<file path="config.mk">
export PLATFORM = sky130hd
export DESIGN_NAME = date_offset_by_days
export DESIGN_NICKNAME = d
export VERILOG_FILES = /design/src/hw/rtl/dobd_pkg.sv /design/src/hw/rtl/dobd_ctrl.sv /design/src/hw/rtl/dobd_dp.sv /design/src/hw/rtl/date_offset_by_days.sv
export SDC_FILE = /design/constraint.sdc
export NUM_CORES = 1
export LEC_CHECK = 0
export ABC_AREA = 1
export ABC_CLOCK_PERIOD_IN_PS = 3900
export BUFFER_PORTS_ARGS = -buffer_cell sky130_fd_sc_hd__buf_4
export CORE_MARGIN = 2
export CORE_UTILIZATION = 30
export CTS_BUF_LIST = sky130_fd_sc_hd__clkbuf_16
export DETAILED_ROUTE_END_ITERATION = 6
export PLACE_DENSITY_LB_ADDON = 0.05
export SLEW_MARGIN = 5
export SYNTH_ARGS = -nofsm -noshare
export SYNTH_HDL_FRONTEND = slang
export SYNTH_SLANG_ARGS = --single-unit
</file>
<file path="constraint.sdc">
create_clock -name clk -period 3.9 [get_ports clk]
set_clock_uncertainty 0.05 [all_clocks]
set_input_delay 0.585 -clock clk [delete_from_list [all_inputs] [get_ports clk]]
set_output_delay 0.585 -clock clk [all_outputs]
set_load 0.05 [all_outputs]
</file>
<file path="src/hw/rtl/dobd_pkg.sv">
// Shared types, constants and a calendar function for the date offset block.
package dobd_pkg;

  // Width of the signed day offset that is taken from the input.
  localparam int OFFSET_BITS = 16;
  // Day accumulator: offset plus a day of month, signed, one guard bit.
  localparam int DAY_W = OFFSET_BITS + 1;
  localparam int YEAR_W = 14;

  localparam logic [YEAR_W-1:0] YEAR_MIN = YEAR_W'(1900);
  localparam logic [YEAR_W-1:0] YEAR_MAX = YEAR_W'(9999);
  localparam logic [YEAR_W-1:0] LEAP_CYCLE = YEAR_W'(400);
  localparam logic [YEAR_W-1:0] LEAP_CYCLE_LAST = YEAR_W'(399);
  localparam logic [YEAR_W-1:0] CENTURY_1 = YEAR_W'(100);
  localparam logic [YEAR_W-1:0] CENTURY_2 = YEAR_W'(200);
  localparam logic [YEAR_W-1:0] CENTURY_3 = YEAR_W'(300);

  localparam logic [3:0] MONTH_JAN = 4'd1;
  localparam logic [3:0] MONTH_FEB = 4'd2;
  localparam logic [3:0] MONTH_DEC = 4'd12;
  localparam logic [4:0] DAYS_DEC = 5'd31;
  localparam logic [4:0] DAYS_FEB_LEAP = 5'd29;

  localparam logic [1:0] STATUS_OK = 2'd0;
  localparam logic [1:0] STATUS_BAD_DATE = 2'd1;
  localparam logic [1:0] STATUS_RANGE = 2'd2;

  localparam logic [4:0] MONTH_LEN [13] = '{5'd0, 5'd31, 5'd28, 5'd31, 5'd30, 5'd31, 5'd30,
                                            5'd31, 5'd31, 5'd30, 5'd31, 5'd30, 5'd31};

  // Commands from the controller to the datapath.
  typedef struct packed {
    logic load;
    logic reduce;
    logic mark_bad;
    logic add_off;
    logic fwd;
    logic bwd;
    logic finish;
  } cmd_t;

  // Status from the datapath to the controller.
  typedef struct packed {
    logic year_bad;
    logic r400_big;
    logic date_bad;
    logic halted;
    logic fwd_more;
    logic bwd_more;
  } sts_t;

  // Days in a month; months outside 1..12 read as zero length.
  function automatic logic [4:0] days_in_month(input logic [3:0] month, input logic leap);
    logic [4:0] n;
    begin
      n = (month > MONTH_DEC) ? 5'd0 : MONTH_LEN[month];
      if (month == MONTH_FEB && leap) begin
        n = DAYS_FEB_LEAP;
      end
      return n;
    end
  endfunction

endpackage

</file>
<file path="src/hw/rtl/dobd_ctrl.sv">
// Controller state machine that sequences the date offset datapath.
module dobd_ctrl (
  input  logic          clk,
  input  logic          rst_n,
  input  logic          start,
  output logic          busy,
  output logic          out_valid,
  input  dobd_pkg::sts_t sts,
  output dobd_pkg::cmd_t cmd
);

  typedef enum logic [2:0] {
    S_IDLE,
    S_REDUCE,
    S_CHECK,
    S_MOVE,
    S_FINISH
  } state_t;

  state_t state_r, state_nxt;
  logic   out_valid_r, out_valid_nxt;

  always_comb begin
    state_nxt = state_r;
    out_valid_nxt = 1'b0;
    cmd = '0;
    unique case (state_r)
      S_IDLE: begin
        if (start) begin
          cmd.load = 1'b1;
          state_nxt = S_REDUCE;
        end
      end
      S_REDUCE: begin
        priority if (sts.year_bad) begin
          cmd.mark_bad = 1'b1;
          state_nxt = S_FINISH;
        end else if (sts.r400_big) begin
          cmd.reduce = 1'b1;
        end else begin
          state_nxt = S_CHECK;
        end
      end
      S_CHECK: begin
        if (sts.date_bad) begin
          cmd.mark_bad = 1'b1;
          state_nxt = S_FINISH;
        end else begin
          cmd.add_off = 1'b1;
          state_nxt = S_MOVE;
        end
      end
      S_MOVE: begin
        priority if (sts.halted) begin
          state_nxt = S_FINISH;
        end else if (sts.fwd_more) begin
          cmd.fwd = 1'b1;
        end else if (sts.bwd_more) begin
          cmd.bwd = 1'b1;
        end else begin
          state_nxt = S_FINISH;
        end
      end
      S_FINISH: begin
        cmd.finish = 1'b1;
        out_valid_nxt = 1'b1;
        state_nxt = S_IDLE;
      end
      default: begin
        state_nxt = S_IDLE;
      end
    endcase
  end

  always_ff @(posedge clk) begin
    if (!rst_n) begin
      state_r <= S_IDLE;
      out_valid_r <= 1'b0;
    end else begin
      state_r <= state_nxt;
      out_valid_r <= out_valid_nxt;
    end
  end

  assign busy = (state_r != S_IDLE);
  assign out_valid = out_valid_r;

endmodule

</file>
<file path="src/hw/rtl/dobd_dp.sv">
// Datapath of the date offset block: date registers, leap tracking and month stepping.
module dobd_dp (
  input  logic                               clk,
  input  logic                               rst_n,
  input  dobd_pkg::cmd_t                     cmd,
  output dobd_pkg::sts_t                     sts,
  input  logic [dobd_pkg::YEAR_W-1:0]        in_start_year,
  input  logic [3:0]                         in_start_month,
  input  logic [4:0]                         in_start_day,
  input  logic signed [dobd_pkg::OFFSET_BITS-1:0] in_day_offset,
  output logic [dobd_pkg::YEAR_W-1:0]        out_result_year,
  output logic [3:0]                         out_result_month,
  output logic [4:0]                         out_result_day,
  output logic [1:0]                         out_status
);

  localparam int DW = dobd_pkg::DAY_W;
  localparam int YW = dobd_pkg::YEAR_W;

  logic [YW-1:0]                        year_r;
  logic [3:0]                           month_r;
  logic signed [DW-1:0]                 day_r;
  logic [dobd_pkg::OFFSET_BITS-1:0]     off_r;
  logic [YW-1:0]                        r400_r;
  logic                                 year_bad_r;
  logic [1:0]                           st_r;
  logic [YW-1:0]                        res_year_r;
  logic [3:0]                           res_month_r;
  logic [4:0]                           res_day_r;
  logic [1:0]                           res_status_r;

  logic                 leap;
  logic [4:0]           dim_cur;
  logic [4:0]           dim_prev;
  logic [3:0]           month_prev;
  logic signed [DW-1:0] dim_cur_x;
  logic signed [DW-1:0] dim_prev_x;
  logic signed [DW-1:0] off_x;

  // r400_r holds the year modulo 400 once reduced; century years that are
  // not a multiple of 400 are not leap years.
  assign leap = (year_r[1:0] == 2'b00) && (r400_r != dobd_pkg::CENTURY_1) &&
                (r400_r != dobd_pkg::CENTURY_2) && (r400_r != dobd_pkg::CENTURY_3);

  assign dim_cur    = dobd_pkg::days_in_month(month_r, leap);
  assign month_prev = (month_r == dobd_pkg::MONTH_JAN) ? dobd_pkg::MONTH_DEC : month_r - 4'd1;
  assign dim_prev   = dobd_pkg::days_in_month(month_prev, leap);
  assign dim_cur_x  = $signed({{(DW-5){1'b0}}, dim_cur});
  assign dim_prev_x = $signed({{(DW-5){1'b0}}, dim_prev});
  assign off_x      = $signed({off_r[dobd_pkg::OFFSET_BITS-1], off_r});

  always_comb begin
    sts.year_bad = year_bad_r;
    sts.r400_big = (r400_r >= dobd_pkg::LEAP_CYCLE);
    sts.date_bad = (month_r == 4'd0) || (month_r > dobd_pkg::MONTH_DEC) ||
                   (day_r == '0) || (day_r > dim_cur_x);
    sts.halted   = (st_r != dobd_pkg::STATUS_OK);
    sts.fwd_more = (day_r > dim_cur_x);
    sts.bwd_more = (day_r < $signed(DW'(1)));
  end

  always_ff @(posedge clk) begin
    if (!rst_n) begin
      st_r <= dobd_pkg::STATUS_OK;
      year_bad_r <= 1'b0;
    end else begin
      if (cmd.load) begin
        year_r <= in_start_year;
        month_r <= in_start_month;
        day_r <= $signed({{(DW-5){1'b0}}, in_start_day});
        off_r <= in_day_offset;
        r400_r <= in_start_year;
        year_bad_r <= (in_start_year < dobd_pkg::YEAR_MIN) ||
                      (in_start_year > dobd_pkg::YEAR_MAX);
        st_r <= dobd_pkg::STATUS_OK;
      end
      if (cmd.reduce) begin
        r400_r <= r400_r - dobd_pkg::LEAP_CYCLE;
      end
      if (cmd.mark_bad) begin
        st_r <= dobd_pkg::STATUS_BAD_DATE;
      end
      if (cmd.add_off) begin
        day_r <= day_r + off_x;
      end
      if (cmd.fwd) begin
        day_r <= day_r - dim_cur_x;
        if (month_r == dobd_pkg::MONTH_DEC) begin
          month_r <= dobd_pkg::MONTH_JAN;
          year_r <= year_r + YW'(1);
          r400_r <= (r400_r == dobd_pkg::LEAP_CYCLE_LAST) ? '0 : r400_r + YW'(1);
          if (year_r == dobd_pkg::YEAR_MAX) begin
            st_r <= dobd_pkg::STATUS_RANGE;
          end
        end else begin
          month_r <= month_r + 4'd1;
        end
      end
      if (cmd.bwd) begin
        month_r <= month_prev;
        if (month_r == dobd_pkg::MONTH_JAN) begin
          // December never depends on the leap rule.
          day_r <= day_r + $signed({{(DW-5){1'b0}}, dobd_pkg::DAYS_DEC});
          year_r <= year_r - YW'(1);
          r400_r <= (r400_r == '0) ? dobd_pkg::LEAP_CYCLE_LAST : r400_r - YW'(1);
          if (year_r == dobd_pkg::YEAR_MIN) begin
            st_r <= dobd_pkg::STATUS_RANGE;
          end
        end else begin
          day_r <= day_r + dim_prev_x;
        end
      end
    end
  end

  always_ff @(posedge clk) begin
    if (cmd.finish) begin
      res_status_r <= st_r;
      if (st_r == dobd_pkg::STATUS_OK) begin
        res_year_r <= year_r;
        res_month_r <= month_r;
        res_day_r <= day_r[4:0];
      end else begin
        res_year_r <= '0;
        res_month_r <= '0;
        res_day_r <= '0;
      end
    end
  end

  assign out_result_year  = res_year_r;
  assign out_result_month = res_month_r;
  assign out_result_day   = res_day_r;
  assign out_status       = res_status_r;

endmodule

</file>
<file path="src/hw/rtl/date_offset_by_days.sv">
// Top level of the date offset block: moves a Gregorian date by a signed day count.
//
//  Channel   Handshake            Payload
//  -------   ------------------   ------------------------------------------------------
//  input     start & !busy        in_start_year, in_start_month, in_start_day,
//                                 in_day_offset
//  result    out_valid (1 cycle)  out_result_year, out_result_month, out_result_day,
//                                 out_status
//
// One transaction is worked on at a time; busy stays high from the accepting edge
// until the result strobe. A transaction runs through the load, the 400-year
// reductions of the start year (at most 24), the date check and the month stepper,
// which moves the date one month per cycle. An out-of-range start year finishes
// before the reductions; an invalid start date finishes after the check.
// Reset is synchronous and active low; it returns the controller to idle and drops
// the strobe. The receiver cannot stall: out_valid is high for exactly one cycle and
// the result registers hold their value until the next transaction finishes.
module date_offset_by_days (
  input  logic                                    clk,
  input  logic                                    rst_n,
  input  logic                                    start,
  output logic                                    busy,
  input  logic [dobd_pkg::YEAR_W-1:0]             in_start_year,
  input  logic [3:0]                              in_start_month,
  input  logic [4:0]                              in_start_day,
  input  logic signed [dobd_pkg::OFFSET_BITS-1:0] in_day_offset,
  output logic                                    out_valid,
  output logic [dobd_pkg::YEAR_W-1:0]             out_result_year,
  output logic [3:0]                              out_result_month,
  output logic [4:0]                              out_result_day,
  output logic [1:0]                              out_status
);

  dobd_pkg::cmd_t cmd;
  dobd_pkg::sts_t sts;

  // The controller walks through load, leap-cycle reduction, date check and
  // month stepping; it never looks at the date itself, only at status flags.
  dobd_ctrl u_ctrl (
    .clk       (clk),
    .rst_n     (rst_n),
    .start     (start),
    .busy      (busy),
    .out_valid (out_valid),
    .sts       (sts),
    .cmd       (cmd)
  );

  // The datapath keeps the date, the year modulo 400 for the leap rule, and
  // the day count that is worked down one month length per step.
  dobd_dp u_dp (
    .clk              (clk),
    .rst_n            (rst_n),
    .cmd              (cmd),
    .sts              (sts),
    .in_start_year    (in_start_year),
    .in_start_month   (in_start_month),
    .in_start_day     (in_start_day),
    .in_day_offset    (in_day_offset),
    .out_result_year  (out_result_year),
    .out_result_month (out_result_month),
    .out_result_day   (out_result_day),
    .out_status       (out_status)
  );

endmodule

</file>
==> out/metrics.yaml, run 1 <==
power:
  p_per_area_mw_per_mm2: 342
  switchingPower_mw: 1.22
  vdd_ir_drop_max_v: 0.000174
  power.internal_mw: 2.09
  leakagePower_nw: 4.26
  power_frac_seq_pct: 40.4
  swShare_pct: 36.9
  combPwrFrac_pct: 30.3
  p_clk_share_pct: 29.3
  power_mw: 3.31
setup_path:
  slowest_delay_ns: 0.43
  worst_setup_path_start_kind: "flop"
  crit_top_cell: "inv_1"
  crit_family: "simple AND/OR/NAND/NOR gates"
  crit_arrival_ns: 3.75
  cp_num_buf_inv: 4
  path_class: "reg2reg"
  worstPathRequired_ns: 3.97
  crit_chain: "inv_1, ha_1, ha_1, inv_1, nor2_1, inv_1, o21ai_1, nand3_2, ha_4, a21oi_1, inv_1, a31oi_2, nor2_2, o21ai_2, nor3_4, nand4_1, nor2_2, nand2_1, xor2_1, nor2_1, a21oi_1"
  worstPathMaxFanout: 4
  slowest_stage: "edfxtp_1"
  crit_path_end_kind: "flop"
die:
  start_util_pct: 30.3
  die_w_um: 168
  chipHeight_um: 168
  design.die.area_mm2: 0.0284
  io_pins: 69
  rows: 60
  core_area_mm2: 0.0267
global_route:
  grtUsageTotal_pct: 18.6
  grt_pass1_vias: 7536
  grt_pass1_wl_um: 41200
  antenna_found_initial: 0
  grt_overflow: 0
  grt_max_degree: 41
placement:
  placed_area_mm2: 0.00922
  hpwl_um: 19700
  gp_congestion: 0.869
  port_buffers: 68
  numPlacedInstances: 1524
synth:
  ys_seq_area_share_pct: 35.1
  ys_ff_latch: 97
  synth.distinct_cells: 52
  netlist_area_mm2: 0.00811
  syn_nets: 1188
  yosys_warnings: 0
  synth_edf_count: 90
  ys_async_sr_fraction_pct: 0
  synth_ff_type: "edfxtp_1"
  syn_area_per_cell_um2: 7.35
  syn_inst: 1103
route:
  drt-initial-drc-count: 484
  routedWlPerCell_um: 16.8
  vias_per_cell: 4.94
  drcViolationCount: 0
  routed-via-count: 7629
  drt_pass1_iterations: 5
  antenna_left: 0
  wl_um: 26000
cells_and_area:
  nets: 1284
  n_antenna_cell: 0
  area_growth_pct: 19.3
  final_area_mm2: 0.00968
  drive_above_1_share_pct: 16.6
  fill_cells: 2849
  final_cells: 1545
cts:
  h-tree-depth: 3
  cts_tree: "yes"
  insertion_delay_ns: 0.37
  clkTransAtPathRegs_ns: 0.08
  clock_sinks: 97
  numCtsBuffers: 9
  root_buffer: "clkbuf_16"
  holdBufCountCts: 0
  clock_path_buffers: 2
sta:
  min_period_ns: 3.67
  fin_crit_sh_pct: 94.2
  slew_headroom_pct: 53.8
  rsz0062_at_grt: "yes"
  finalHoldViolations: 0
  fmax_mhz: 272
  maxSlewViolCount: 0
  worst_pin_slew_ns: 0.686
  hold_ws_ns: 0.332
  finalSetupViolations: 0
min_path:
  min_path_type: "in2reg"
outcome:
  outcome: "finished clean"
job:
  drv_cap: 0
==> area by class of cell <==
type / instances / area [um^2] / share of cell area (%)
Multi-Input combinational cell: 835 / 4680 / 48.4
Inverter: 137 / 518 / 5.35
Tap cell: 341 / 427 / 4.41
Sequential cell: 97 / 2840 / 29.4
Clock inverter: 7 / 81.3 / 0.840
Clock buffer: 9 / 225 / 2.33
Timing Repair Buffer: 119 / 905 / 9.35
==> cell usage after synthesis (all sizes together) (2+ instances only) <==
cell type | count | area [um^2]
xor2 | 54 | 473
buf | 21 | 141
nand3 | 78 | 423
dfxtp | 7 | 140
a211oi | 3 | 22.5
xnor2 | 7 | 61.3
edfxtp | 90 | 2700
nand4 | 25 | 178
o211ai | 17 | 128
o21a | 2 | 15.0
clkbuf | 13 | 48.8
nand2 | 263 | 1030
a31oi | 13 | 81.3
o21ai | 92 | 460
nor3 | 32 | 165
fa | 3 | 60.1
inv | 135 | 509
nand3b | 2 | 15.0
clkinv | 2 | 7.51
nor4 | 6 | 37.5
a21oi | 49 | 257
or2 | 8 | 50.1
nor2 | 130 | 517
ha | 40 | 500
==> metal layers <==
metal | share of wire [%] | GRT usage [%] | up-vias
li1 | - | - | 3903
met2 | 50 | 33.3 | 128
met5 | 0 | 0 | -
met4 | 2.1 | 6.18 | 0
met3 | 2.4 | 1.88 | 28
met1 | 46 | 23.5 | 3570
==> worst paths after layout <==
check                                               start                           end  slack, ns  cells past startpoint
worst max-delay path            u_dp.month_r[0]$_DFFE_PP_      u_dp.day_r[16]$_DFFE_PP_       0.23                     21
worst min-delay path                     in_day_offset[9]       u_dp.off_r[9]$_DFFE_PP_       0.33                      1
worst max register to register  u_dp.month_r[0]$_DFFE_PP_      u_dp.day_r[16]$_DFFE_PP_       0.23                     21
worst min register to register    u_dp.st_r[1]$_SDFF_PN0_  u_dp.out_status[1]$_DFFE_PP_       0.42                      0
==> cells in the final DEF (no fill, tap or decap), types with 3 or more instances in the layout <==
| cell type | Yosys | routed |
|---|---|---|
| a211oi_1 | 3 | 3 |
| ha_1 | 40 | 36 |
| nand3_2 | 4 | 6 |
| fa_1 | 3 | 3 |
| a31oi_1 | 13 | 11 |
| o211ai_1 | 17 | 17 |
| inv_2 | 12 | 14 |
| buf_6 | 5 | 3 |
| or2_2 | 6 | 6 |
| nand3_1 | 73 | 71 |
| edfxtp_1 | 90 | 90 |
| nand2_2 | 7 | 8 |
| nor3_1 | 31 | 28 |
| clkbuf_16 | 0 | 9 |
| inv_1 | 122 | 119 |
| xnor2_1 | 7 | 7 |
| o21ai_0 | 80 | 78 |
| dfxtp_1 | 7 | 7 |
| nor3_2 | 1 | 3 |
| a21oi_1 | 48 | 48 |
| nand4_1 | 23 | 23 |
| nor2_1 | 124 | 119 |
| nor2_2 | 5 | 10 |
| o21ai_1 | 12 | 13 |
| nor4_1 | 6 | 6 |
| buf_4 | 2 | 116 |
| nand2_1 | 253 | 252 |
| ha_4 | 0 | 3 |
| xor2_1 | 54 | 54 |
==> stage by stage <==
step	setup TNS (ns)	setup WS [ns]	util (%)
floorplan	0	0.291	-
global placement	0	0.0687	34.5
detailed placement	0	0.0449	34.5
CTS	0	0.00832	35.6
global route	-0.0849	-0.0707	36.2
finish	0	0.228	36.2
==> state kept, by name (all words and copies together), names as in the netlist <==
register	flops
u_dp.day_r	17
u_dp.off_r	16
u_dp.out_result_year	14
u_dp.r400_r	14
u_dp.year_r	14
u_dp.out_result_day	5
u_dp.month_r	4
u_dp.out_result_month	4
u_ctrl.state_r	3
u_dp.out_status	2
u_dp.st_r	2
u_ctrl.out_valid	1
u_dp.year_bad_r	1
==> logic make-up after synthesis <==
group,after synthesis,synth area share (%)
adders and majority gates,43,6.91
and+or+nand+nor,547,30.0
buffers and inverters,171,8.72
DFF,97,35.1
AOI/OAI and AO/OA,184,12.7
xor gates and xnor gates,61,6.59
==> power groups by stage <==
| stage | sequential, mW | combinational (mW) | clock, mW |
|---|---|---|---|
| 3_5_place_dp | 1.36 | 0.980 | 0 |
| 5_1_grt | 1.35 | 1.14 | 1.03 |
| 4_1_cts | 1.34 | 0.986 | 1.00 |
| 6_report | 1.34 | 1.00 | 0.969 |
| 2_1_floorplan | 1.34 | 0.690 | 0 |
| 3_3_place_gp | 1.36 | 0.986 | 0 |
==> timing repair <==
item	CTS	global route
endpoints found under the setup margin	0	58
gates resized for setup	0	29
buffers inserted	0	4
Note: power is estimated with default switching activity, not from simulation.
==> inputs of run 2 (changes only) <==
GPL_TIMING_DRIVEN = 0   (was default)
MAX_ROUTING_LAYER = met4   (was default)
==> run 2 against run 1 <==
Routed wire length up 6.6%. Total power is 2.2% higher. First-iteration DRC count shrank 7.4%.
==> out/metrics.yaml, run 2 (same netlist as run 1, synthesis figures left out) <==
sta:
  hold_ws_ns: 0.331  # was 0.332 ns
  fmax_mhz: 261  # was 272 MHz
  slew_headroom_pct: 28.5  # was 53.8%
  rsz0062_at_grt: "yes"  # unchanged
  finalHoldViolations: 0  # unchanged
  maxSlewViolCount: 0  # unchanged
  fin_crit_sh_pct: 98.2  # was 94.2%
  finalSetupViolations: 0  # unchanged
  setup_ws_ns: 0.0687  # was 0.228 ns
  min_period_ns: 3.83  # was 3.67 ns
  worst_pin_slew_ns: 1.06  # was 0.686 ns
die:
  chipHeight_um: 168  # unchanged
  start_util_pct: 30.3  # unchanged
  die_w_um: 168  # unchanged
  core_area_mm2: 0.0267  # unchanged
  io_pins: 69  # unchanged
  design.die.area_mm2: 0.0284  # unchanged
  rows: 60  # unchanged
cells_and_area:
  final_common_cell: "nand2_1"  # unchanged
  finish.utilization_pct: 37.4  # was 36.2%
  largest_reg_flops: 17  # unchanged
  area_growth_pct: 23.3  # was 19.3%
  n_antenna_cell: 0  # unchanged
  nets: 1303  # was 1284
  top_register: "u_dp.day_r"  # unchanged
  final_cell_mix: "nand2_1 (249), inv_1 (113), nor2_1 (112), buf_4 (102), edfxtp_1 (90)"  # was nand2_1 (252), inv_1 (119), nor2_1 (119), buf_4 (116), edfxtp_1 (90)
  drive_above_1_share_pct: 19.3  # was 16.6%
  fill_cells: 2875  # was 2849
  final_area_mm2: 0.0100  # was 0.00968 mm^2
  reg_top3: "u_dp.day_r: 17 flops, u_dp.off_r: 16 flops"  # unchanged
placement:
  port_buffers: 68  # unchanged
  hpwl_um: 20600  # was 19700 um
  gp_congestion: 0.902  # was 0.869
  pre_cts_ws_ns: -0.929  # was 0.0449 ns
  placed_area_mm2: 0.00909  # was 0.00922 mm^2
cts:
  numCtsBuffers: 9  # unchanged
  clock_sinks: 97  # unchanged
  cts_tree: "yes"  # unchanged
  clock_path_buffers: 2  # unchanged
  insertion_delay_ns: 0.37  # about the same
  root_buffer: "clkbuf_16"  # unchanged
  holdBufCountCts: 0  # unchanged
  clkTransAtPathRegs_ns: 0.08  # about the same
  h-tree-depth: 3  # unchanged
global_route:
  grt_pass1_vias: 7683  # was 7536
  grtUsageTotal_pct: 19.9  # was 18.6%
  grt_max_degree: 31  # was 41
  antenna_found_initial: 0  # unchanged
  grt_pass1_wl_um: 42500  # was 41200 um
  grt_overflow: 0  # unchanged
setup_path:
  crit_family: "simple AND/OR/NAND/NOR gates"  # unchanged
  crit_path_end_kind: "flop"  # unchanged
  slowest_delay_ns: 0.45  # was 0.43 ns
  slowest_stage: "edfxtp_1"  # unchanged
  path_class: "reg2reg"  # unchanged
  worst_setup_path_start_kind: "flop"  # unchanged
  crit_arrival_ns: 3.91  # was 3.75 ns
  ff2ff_path_depth: 21  # unchanged
  cp_num_buf_inv: 3  # was 4
  ff2ff_setup_slack_ns: 0.07  # was 0.23 ns
  worstPathMaxFanout: 3  # was 4
  crit_top_cell: "nor2_4"  # was inv_1
  worstPathRequired_ns: 3.98  # was 3.97 ns
  crit_chain: "buf_6, ha_4, inv_4, nor2_4, nor3_4, inv_2, nor2_4, nand4_1, nand3_2, ha_4, fa_2, a31oi_4, nor2_4, o21ai_2, nor3_2, nand4_1, nor2_2, nand2_1, xor2_1, nor2_1, a21oi_1"  # was inv_1, ha_1, ha_1, inv_1, nor2_1, inv_1, o21ai_1, nand3_2, ha_4, a21oi_1, inv_1, a31oi_2, nor2_2, o21ai_2, nor3_4, nand4_1, nor2_2, nand2_1, xor2_1, nor2_1, a21oi_1
  r2r-start: "u_dp.month_r[0]$_DFFE_PP_"  # unchanged
  regToRegEndpoint: "u_dp.day_r[16]$_DFFE_PP_"  # unchanged
min_path:
  min_path_type: "in2reg"  # unchanged
  whs_path_depth: 1  # unchanged
  hold_path.startpoint: "in_day_offset[3]"  # was in_day_offset[9]
  min_to: "u_dp.off_r[3]$_DFFE_PP_"  # was u_dp.off_r[9]$_DFFE_PP_
route:
  routedWlPerCell_um: 17.7  # was 16.8 um
  antenna_left: 0  # unchanged
  routed-via-count: 7843  # was 7629
  drt_pass1_iterations: 7  # was 5
  vias_per_cell: 5.01  # was 4.94
  drt-initial-drc-count: 448  # was 484
  wl_um: 27700  # was 26000 um
  drcViolationCount: 0  # unchanged
power:
  vdd_ir_drop_max_v: 0.000167  # was 0.000174 V
  leakagePower_nw: 4.31  # was 4.26 nW
  p_per_area_mw_per_mm2: 339  # was 342 mW/mm^2
  power_mw: 3.39  # was 3.31 mW
outcome:
  outcome: "finished clean"  # unchanged
job:
  drv_cap: 0  # unchanged
-- run 2: changes by cell type in the layout (fill, tap and decap cells not counted), moves of 5 or more --
cell	before	now
buf_4	116	102
clkbuf_1	0	13
buf_2	0	12
nor2_1	119	112
ha_4	3	9
inv_1	119	113
nor2_4	0	6
buf_6	3	8
ha_1	36	31
-- run 2: cell type report --
cell class / count / area, um^2 / area share, %
repair buffers: 104 / 830 / 8.30
clock inverters: 7 / 71.3 / 0.713
plain buffers: 34 / 195 / 1.95
inverters: 137 / 524 / 5.24
multi-input cells: 835 / 4880 / 48.8
well taps: 341 / 427 / 4.27
flip-flops and latches: 97 / 2840 / 28.4
clock buffers: 9 / 225 / 2.25
-- run 2: per-stage QoR --
| step | TNS [ns] | cells |
|---|---|---|
| floorplan | 0 | 1103 |
| global placement | -24.35 | 1512 |
| detailed placement | -21.77 | 1515 |
| CTS | 0 | 1537 |
| global route | -0.643 | 1564 |
| finish | 0 | 1564 |
-- run 2: worst max path at each step --
stage	startpoint	slack (ns)	cells after the start	end
after floorplan	u_dp.r400_r[4]$_DFFE_PP_	0.29	19	u_dp.day_r[0]$_DFFE_PP_
after global placement	u_dp.r400_r[4]$_DFFE_PP_	-0.97	22	u_dp.day_r[12]$_DFFE_PP_
after detailed placement	u_dp.r400_r[4]$_DFFE_PP_	-0.93	22	u_dp.day_r[0]$_DFFE_PP_
after CTS	u_dp.r400_r[0]$_DFFE_PP_	0.03	23	u_dp.day_r[1]$_DFFE_PP_
after global routing	u_dp.month_r[0]$_DFFE_PP_	-0.12	22	u_dp.day_r[16]$_DFFE_PP_
final	u_dp.month_r[0]$_DFFE_PP_	0.07	21	u_dp.day_r[16]$_DFFE_PP_
-- run 2: metal layers --
metal / routed length (um) / up-vias / share of wire, % / global-route usage (%)
met4: 516 / 0 / 1.9 / 5.66
met2: 13900 / 150 / 50 / 34.9
met1: 12500 / 3725 / 45 / 24.5
met3: 793 / 30 / 2.9 / 1.72
met5: 0 / - / 0 / -
li1: - / 3938 / - / -
-- run 2: report_power, final --
part,internal (mW),leakage [nW],switching [mW]
clock network,0.453,0.139,0.508
registers,1.24,0.909,0.0813
logic,0.419,3.26,0.682
total,2.11,4.31,1.27
-- run 2: timing repair --
| action | CTS | global route |
|---|---|---|
| setup buffers | 6 | 26 |
| gates cloned | 0 | 1 |
| endpoints found under the setup margin | 66 | 65 |
| gates resized for setup | 16 | 62 |
| pin swaps | 4 | 30 |
| hold endpoints to repair | 0 | 0 |
==> inputs of run 3 (changes only) <==
CORE_MARGIN = 5   (was 2)
==> run 3 against run 2 <==
Cell count shrank 0.13%. Clock power grew 1%. First-iteration DRC count grew 0.89%. Global-route usage shrank 1.8 points. Via count shrank 1.3%. Critical path depth grew 1. Sequential share of layout area grew 0.30 points. Setup slack gained 0.12 ns. Total power shrank 0.65%. Maximum frequency grew 3.3%. Register-to-register slack gained 0.12 ns.
==> out/metrics.yaml, run 3 (same netlist as run 1, synthesis figures left out) <==
outcome:
  outcome: "finished clean"  # unchanged
setup_path:
  path_class: "reg2reg"  # unchanged
  worstPathMaxFanout: 6  # was 3
  worstPathRequired_ns: 3.95  # was 3.98 ns
  crit_arrival_ns: 3.76  # was 3.91 ns
  crit_path_end_kind: "flop"  # unchanged
  worst_setup_path_start_kind: "flop"  # unchanged
global_route:
  grt_pass1_wl_um: 42400  # was 42500 um
  grtUsageTotal_pct: 18.1  # was 19.9%
  grt_max_degree: 31  # unchanged
  grt_pass1_vias: 7583  # was 7683
  grt_overflow: 0  # unchanged
  antenna_found_initial: 0  # unchanged
route:
  highest_layer: "met4"  # unchanged
  antenna_left: 0  # unchanged
  drcViolationCount: 0  # unchanged
  drt_pass1_iterations: 5  # was 7
  dr_wl_met2_um: 13800  # was 13900 um
  wl_met3_um: 897  # was 793 um
  vias_per_cell: 4.96  # was 5.01
  met1Wirelength_um: 12100  # was 12500 um
  drt-initial-drc-count: 452  # was 448
  routedWlPerCell_um: 17.5  # was 17.7 um
  routed-via-count: 7743  # was 7843
  wl_um: 27300  # was 27700 um
power:
  combPwrFrac_pct: 31.8  # was 32.5%
  power_frac_seq_pct: 39.3  # was 39.1%
  p_clk_share_pct: 28.9  # was 28.4%
  leakagePower_nw: 4.29  # was 4.31 nW
  p_per_area_mw_per_mm2: 340  # was 339 mW/mm^2
  vdd_ir_drop_max_v: 0.000168  # was 0.000167 V
  switchingPower_mw: 1.21  # was 1.27 mW
  swShare_pct: 36.0  # was 37.5%
  power.internal_mw: 2.15  # was 2.11 mW
cells_and_area:
  final_cell_mix: "nand2_1 (250), nor2_1 (115), inv_1 (112), buf_4 (97), edfxtp_1 (90)"  # was nand2_1 (249), inv_1 (113), nor2_1 (112), buf_4 (102), edfxtp_1 (90)
  nets: 1301  # was 1303
  area_growth_pct: 22.0  # was 23.3%
  reg_top3: "u_dp.day_r: 17 flops, u_dp.off_r: 16 flops"  # unchanged
  regArea_mm2: 0.00284  # unchanged
  multi_input_comb_area_mm2: 0.00478  # was 0.00488 mm^2
  largest_reg_flops: 17  # unchanged
  final_common_cell: "nand2_1"  # unchanged
  final_area_mm2: 0.00989  # was 0.0100 mm^2
  finish.utilization_pct: 36.9  # was 37.4%
  top_register: "u_dp.day_r"  # unchanged
  drive_above_1_share_pct: 18.4  # was 19.3%
  fill_cells: 2839  # was 2875
  n_antenna_cell: 0  # unchanged
cts:
  numCtsBuffers: 9  # unchanged
  clkTransAtPathRegs_ns: 0.08  # about the same
  cts_tree: "yes"  # unchanged
  h-tree-depth: 3  # unchanged
  root_buffer: "clkbuf_16"  # unchanged
  holdBufCountCts: 0  # unchanged
  insertion_delay_ns: 0.36  # was 0.37 ns
  clock_path_buffers: 2  # unchanged
  clock_sinks: 97  # unchanged
sta:
  slew_headroom_pct: 19.2  # was 28.5%
  finalHoldViolations: 0  # unchanged
  min_period_ns: 3.71  # was 3.83 ns
  fmax_mhz: 270  # was 261 MHz
  maxSlewViolCount: 0  # unchanged
  rsz0062_at_grt: "no"  # was yes
  worst_pin_slew_ns: 1.20  # was 1.06 ns
  finalSetupViolations: 0  # unchanged
  fin_crit_sh_pct: 95.1  # was 98.2%
die:
  io_pins: 69  # unchanged
  die_w_um: 174  # was 168 um
  core_area_mm2: 0.0268  # was 0.0267 mm^2
  start_util_pct: 30.3  # about the same
  chipHeight_um: 174  # was 168 um
  rows: 60  # unchanged
  design.die.area_mm2: 0.0304  # was 0.0284 mm^2
placement:
  port_buffers: 68  # unchanged
  hpwl_um: 20900  # was 20600 um
  placed_area_mm2: 0.00909  # about the same
  gp_congestion: 0.877  # was 0.902
job:
  drv_cap: 0  # unchanged
min_path:
  min_path_type: "in2reg"  # unchanged
## run 3: cell types whose count changed in the layout (fill, tap and decap cells not counted), moves of 2 or more
cell,delta
nor2_1,+3
clkinvlp_4,+2
ha_1,+4
inv_2,+3
buf_4,-5
ha_4,-5
buf_6,+3
inv_4,-2
nor2_4,-4
## run 3: layout make-up
cell class	count	share of cell area [%]
multi-input cells	835	48.3
inverters	137	5.29
flip-flops and latches	97	28.7
clock buffers	9	2.28
repair buffers	102	8.35
clock inverters	7	0.797
plain buffers	34	1.97
well taps	341	4.31
## run 3: through the flow
stage	total power, mW	setup slack [ns]	instances	setup TNS, ns	hold slack, ns
6_report	3.36	0.192	1562	0	0.342
5_1_grt	3.58	0.00131	1562	0	0.326
4_1_cts	3.35	0.0172	1542	0	0.324
3_5_place_dp	2.32	-0.930	1515	-22.19	0.439
3_3_place_gp	2.32	-0.936	1512	-22.96	0.438
2_1_floorplan	2.03	0.291	1103	0	0.372
## run 3: path summary, 6_finish.rpt
| check | to | cells after the start | slack (ns) | from |
|---|---|---|---|---|
| hold reg to reg | u_dp.year_bad_r$_SDFFE_PN0P_ | 2 | 0.45 | u_dp.year_bad_r$_SDFFE_PN0P_ |
| setup / recovery | u_dp.day_r[15]$_DFFE_PP_ | 22 | 0.19 | u_dp.month_r[0]$_DFFE_PP_ |
| hold / removal | u_dp.off_r[13]$_DFFE_PP_ | 1 | 0.34 | in_day_offset[13] |
| setup reg to reg | u_dp.day_r[15]$_DFFE_PP_ | 22 | 0.19 | u_dp.month_r[0]$_DFFE_PP_ |
## run 3: worst max-delay path: stages, from the launching register on
cell	delay, ns
edfxtp_1	0.42
buf_6	0.15
clkinvlp_4	0.07
buf_6	0.12
a21oi_1	0.08
nor3_2	0.23
inv_1	0.10
nor2_2	0.17
nand4_1	0.20
o211ai_1	0.17
nand2_2	0.11
ha_1	0.28
nand3_1	0.06
nand2_1	0.10
a21oi_1	0.10
o21bai_2	0.17
nand4_1	0.22
nor2_2	0.20
nand3_2	0.10
nor2_1	0.13
xor2_1	0.07
nand2_1	0.07
nand3_1	0.08
## run 3: timing repair
| item | in CTS | in global routing |
|---|---|---|
| resized for setup | 22 | 38 |
| buffers inserted | 11 | 19 |
| setup endpoints to repair | 65 | 68 |
| pin swaps | 10 | 19 |
| cloned | 0 | 1 |
## run 3: power groups by stage
stage | Sequential [mW] | Combinational, mW | Clock [mW]
detailed placement | 1.35 | 0.975 | 0
CTS | 1.32 | 1.01 | 1.01
global placement | 1.35 | 0.969 | 0
global route | 1.33 | 1.21 | 1.05
floorplan | 1.34 | 0.690 | 0
finish | 1.32 | 1.07 | 0.973
## run 3: layer usage
layer / GRT usage, % / vias up
met5: - / -
met4: 4.65 / 0
met3: 2.26 / 31
met2: 31.7 / 163
met1: 22.2 / 3605
li1: - / 3944
